<file path="src/design/dpbp_pkg.sv">
// types and constants for the depth pixel back projection block
`timescale 1ns / 1ps

package dpbp_pkg;

  localparam int DEPTH_W     = 16;
  localparam int CENTER_W    = 16;
  localparam int RECIP_W     = 24;
  localparam int COLOR_W     = 8;
  localparam int PCOLOR_W    = 3 * COLOR_W;
  localparam int POINT_W     = 32;
  localparam int FRAC_BITS   = 24;
  localparam int SUBPIX_BITS = 4;
  localparam int CFG_ADDR_W  = 5;
  localparam int CFG_DATA_W  = 32;
  localparam int REG_IDX_W   = 3;

  // rising edges from the accepting edge to the edge that takes the result
  localparam int LATENCY     = 5;

  typedef logic [REG_IDX_W-1:0] reg_index_t;

  localparam reg_index_t REG_CENTER_X      = 3'd0;
  localparam reg_index_t REG_CENTER_Y      = 3'd1;
  localparam reg_index_t REG_RECIP_FOCAL_X = 3'd2;
  localparam reg_index_t REG_RECIP_FOCAL_Y = 3'd3;
  localparam reg_index_t REG_DEPTH_LIMIT   = 3'd4;
  localparam reg_index_t REG_AXIS_SWAP     = 3'd5;

  localparam logic [CENTER_W-1:0] CENTER_X_RST    = 16'd5120;
  localparam logic [CENTER_W-1:0] CENTER_Y_RST    = 16'd3840;
  localparam logic [RECIP_W-1:0]  RECIP_FOCAL_RST = 24'd33554;
  localparam logic [DEPTH_W-1:0]  DEPTH_LIMIT_RST = 16'd20000;

  // per-pixel data that rides alongside the multiplier pipes
  typedef struct packed {
    logic                in_range;
    logic [DEPTH_W-1:0]  depth;
    logic [PCOLOR_W-1:0] color;
  } pixel_side_t;

endpackage

</file>
<file path="src/design/dpbp_scale.sv">
// three-stage floor(diff * depth * recip / 2^24) pipe for one axis
`timescale 1ns / 1ps

module dpbp_scale import dpbp_pkg::*; #(
  parameter int DIFF_W = 17
) (
  input  logic                                   clk,
  input  logic signed [DIFF_W-1:0]               diff,
  input  logic        [DEPTH_W-1:0]              depth,
  input  logic        [RECIP_W-1:0]              recip,
  output logic signed [DIFF_W-1+DEPTH_W:0]       floor_val
);

  localparam int MAG_W  = DIFF_W - 1;
  localparam int PART_W = MAG_W + DEPTH_W;
  localparam int PROD_W = PART_W + RECIP_W;

  logic [DIFF_W-1:0] diff_abs;
  logic [MAG_W-1:0]  mag;
  logic              neg2;
  logic              neg3;
  logic [PART_W-1:0] part;
  logic [PROD_W-1:0] prod;
  logic [PROD_W:0]   prod_signed;

  // diff never reaches the most negative code, so the magnitude fits MAG_W
  assign diff_abs = diff[DIFF_W-1] ? DIFF_W'(-diff) : DIFF_W'(diff);
  assign mag      = diff_abs[MAG_W-1:0];

  always_ff @(posedge clk) begin
    neg2 <= diff[DIFF_W-1];
    part <= mag * depth;
  end

  always_ff @(posedge clk) begin
    neg3 <= neg2;
    prod <= part * recip;
  end

  // negate then arithmetic shift gives the floor for both signs
  assign prod_signed = neg3 ? (PROD_W+1)'(-{1'b0, prod}) : {1'b0, prod};

  always_ff @(posedge clk) begin
    floor_val <= prod_signed[PROD_W:FRAC_BITS];
  end

endmodule

</file>
<file path="config.mk">
export PLATFORM = sky130hd
export DESIGN_NAME = dpbp_scale
export DESIGN_NICKNAME = d
export VERILOG_FILES = /design/src/design/dpbp_pkg.sv /design/src/design/dpbp_scale.sv
export SDC_FILE = /design/constraint.sdc
export NUM_CORES = 2
export LEC_CHECK = 0
export BUFFER_PORTS_ARGS = -buffer_cell sky130_fd_sc_hd__buf_2
export CORE_MARGIN = 3
export CORE_UTILIZATION = 30
export CTS_BUF_LIST = sky130_fd_sc_hd__clkbuf_8
export DETAILED_ROUTE_END_ITERATION = 8
export SLEW_MARGIN = 30
export SYNTH_ARGS = -nofsm -noshare
export SYNTH_HDL_FRONTEND = slang
export SYNTH_SLANG_ARGS = --single-unit
</file>
<file path="constraint.sdc">
create_clock -name clk -period 12 [get_ports clk]
set_input_delay 2.4 -clock clk [delete_from_list [all_inputs] [get_ports clk]]
set_output_delay 2.4 -clock clk [all_outputs]
set_load 0.03 [all_outputs]
</file>
==> metrics.csv <==
stage,metric,value,unit
outcome,run status,finished clean,
sta,final sum of negative setup slack,0,ns
logic_synthesis,most used flip-flop cell after synthesis,dfxtp_1,
detailed_routing,drt total wl,95800,um
floorplan,# rows,127,
layout,proportion of layout cells with a drive suffix above 1,4.79,%
logic_synthesis,post-synth cell types,57,
clocking,count of buffers added by post-CTS timing repair for setup,0,
detailed_routing,vias after detailed routing,26000,
place,detailed placement HPWL,75400,um
layout,Nets,5196,
detailed_routing,violation count after the first detailed-routing iteration,1499,
global_route,global-route wire length before repair,158000,um
detailed_routing,number of nets still failing antenna checks after routing,0,
sta,minimum clock period after layout,9.84,ns
setup_path,highest-delay cell along the critical path,a211oi_1,
setup_path,cell depth of the worst flop-to-flop path,23,
detailed_routing,post-detailed-route wirelength per cell,17.0,um
detailed_routing,count of unresolved DRC violations after routing,0,
detailed_routing,via-per-instance ratio,4.61,
clocking,clock insertion delay at the later pin of the skew report,0.54,ns
sta,clock skew,0.0171,ns
logic_synthesis,synth cell count leaders,"inv_1 (935), fa_1 (852), nand2_1 (558), and2_1 (532), ha_1 (287)",
logic_synthesis,Post-synth EDFFs,0,
logic_synthesis,instance count of the mapped netlist,4039,
setup_path,class of the most critical setup path,primary input to flop,
global_route,pin count of the biggest net entering global routing,34,
logic_synthesis,Netlist Area Pre-Place,0.0365,mm2
setup_path,slowest cell delay on critical path,0.61,ns
floorplan,IO Pins,91,
flow_run,max-capacitance violation count,0,
global_route,overall global routing resource usage,15.8,%
floorplan,die height,355,um
clocking,root buffer selected by CTS,clkbuf_8,
logic_synthesis,cell taking the most area after synthesis,fa_1,
global_route,number of global-route vias before repair,28500,
global_route,initial antenna violation count,15,
clocking,TritonCTS clock tree,done,
clocking,clock transition at the registers of the reported paths,0.10,ns
sta,number of endpoints with negative hold slack in the final report,0,
sta,Max Clk Rate,102,MHz
sta,Worst-Margin Slew,0.912,ns
setup_path,library cell appearing most often on the critical path,fa_1,
hold_path,number of stages on the worst hold path,0,
setup_path,peak fanout along the critical path,16,
logic_synthesis,Yosys reg bits,123,
logic_synthesis,area share of the largest cell type after synthesis,46.7,%
clocking,quantity of hold-fixing buffers added after cts,0,
floorplan,Die Area,0.126,mm2
clocking,Resize count post-CTS,0,
clocking,total number of H-tree levels,4,
logic_synthesis,Synth Area per Inst,9.04,um2
clocking,TritonCTS sink count,123,
layout,cell area after layout,0.0390,mm2
logic_synthesis,register area share after synthesis,6.75,%
hold_path,Hold WC Path Type,flop to flop,
logic_synthesis,most instantiated library cell after synthesis,inv_1,
layout,synthesis-to-finish area growth,6.78,%
clocking,largest buffer count on any clock path,2,
place,number of port buffers,90,
global_route,leftover overflow at the end of global routing,0,
sta,share of the clock period used by the worst path after layout,82.0,%
logic_synthesis,Synth area leaders,"fa_1 (47%), ha_1 (9.8%), inv_1 (9.6%)",
sta,final number of max-transition violations,0,
detailed_routing,iteration count of the initial detailed-routing pass,5,
place,weighted congestion reported at the end of routability-driven placement,0.853,
setup_path,Worst EP required,12.46,ns
logic_synthesis,Post-synth ARST share,0,%
sta,final-report setup violation count,0,
logic_synthesis,Yosys warning count,0,
floorplan,die width,355,um
logic_synthesis,post-synth net total,5236,
floorplan,starting utilization of the core area,30.3,%
place,Placed Area,0.0386,mm2
sta,setup repair after global routing missed its margin,false,
sta,relative slew slack,39.2,%
clocking,cts bufs inserted,17,
floorplan,area of the core region,0.120,mm2
setup_path,Crit path arrival time,10.30,ns
setup_path,crit path capture type,flop,
setup_path,type of element launching the critical path,primary input,
## layout by cell type, fill, tap and decap left out, types with 5 or more instances in the layout
cell      count
and2_1      532
o21bai_1     15
nand3_1      16
o31ai_1      20
ha_1        287
a21boi_0      6
and3_1        7
or4_1        10
nor4_1        6
dfxtp_2       9
o41ai_1       7
a211oi_1      9
inv_6         5
nand2b_1      8
nand4_1      14
xor2_1       23
o21a_1        6
or3_1         7
nor2_1       52
clkbuf_8     18
fa_1        852
o21ai_0      54
nand2_1     558
nor3_1       11
dfxtp_1     114
a221oi_1      6
a31oi_1       7
buf_4        43
a21o_1       38
diode_2       6
xnor2_1      97
a21oi_1      87
buf_2        90
nor2b_1      13
inv_1       935
## stage by stage
| stage | hold slack, ns | setup WS (ns) | instances | util, % |
|---|---|---|---|---|
| after floorplan | 0.310 | 2.69 | 4039 | - |
| after global placement | 0.435 | 1.63 | 5592 | 32.1 |
| after detailed placement | 0.434 | 1.67 | 5592 | 32.1 |
| after CTS | 0.462 | 2.25 | 5624 | 32.4 |
| after global routing | 0.484 | 1.72 | 5627 | 32.4 |
| final | 0.445 | 2.16 | 5630 | 32.4 |
## sequential cells by signal, summed over array words and instances, names as in the netlist
signal and cells:
neg2 1, neg3 1, part 32, floor_val 33
prod 56
## path summary, 6_finish.rpt
kind | from | endpoint | slack, ns
hold / removal | neg2$_DFF_P_ | neg3$_DFF_P_ | 0.45
setup reg to reg | part[11]$_DFF_P_ | prod[52]$_DFF_P_ | 4.16
setup / recovery | diff[0] | part[30]$_DFF_P_ | 2.16
hold reg to reg | neg2$_DFF_P_ | neg3$_DFF_P_ | 0.45
## worst max-delay path, delay by kind of cell
| kind | cells | cell delay (ns) |
|---|---|---|
| simple gates | 8 | 1.37 |
| buf+inv | 6 | 0.66 |
| xor+xnor | 2 | 0.33 |
| fa+ha+maj | 8 | 3.60 |
| compound gates | 5 | 1.89 |
## logic make-up (layout without fill, tap and decap cells)
kind of cell    count (synthesis)  after routing  synth area share (%)
simple gates                 1248           1248                  17.3
fa+ha+maj                    1139           1139                  56.6
buf+inv                      1127           1100                  11.6
compound gates                281            281                  4.93
flops                         123            123                  6.75
xor+xnor                      121            121                  2.90
other cells                     0              6                     0
## layout make-up
class / count / area [um2]
Antenna cell: 6 / 15.0
Clock buffer: 18 / 248
Clock inverter: 14 / 126
Fill cell: 12500 / 81300
Inverter: 935 / 3510
Multi-Input combinational cell: 2789 / 29800
Sequential cell: 123 / 2470
Tap cell: 1612 / 2020
Timing Repair Buffer: 133 / 773
## metal layers
metal | up-vias | GRT usage, % | routed length, um
met5 | - | 0 | 83
met4 | 12 | 2.99 | 1140
met3 | 85 | 2.82 | 5960
met2 | 688 | 25.7 | 44300
met1 | 13400 | 22.0 | 44200
li1 | 11800 | - | -
Power is not shown: default switching activity piles up to over one toggle a cycle in this logic, so the estimate is an artifact.
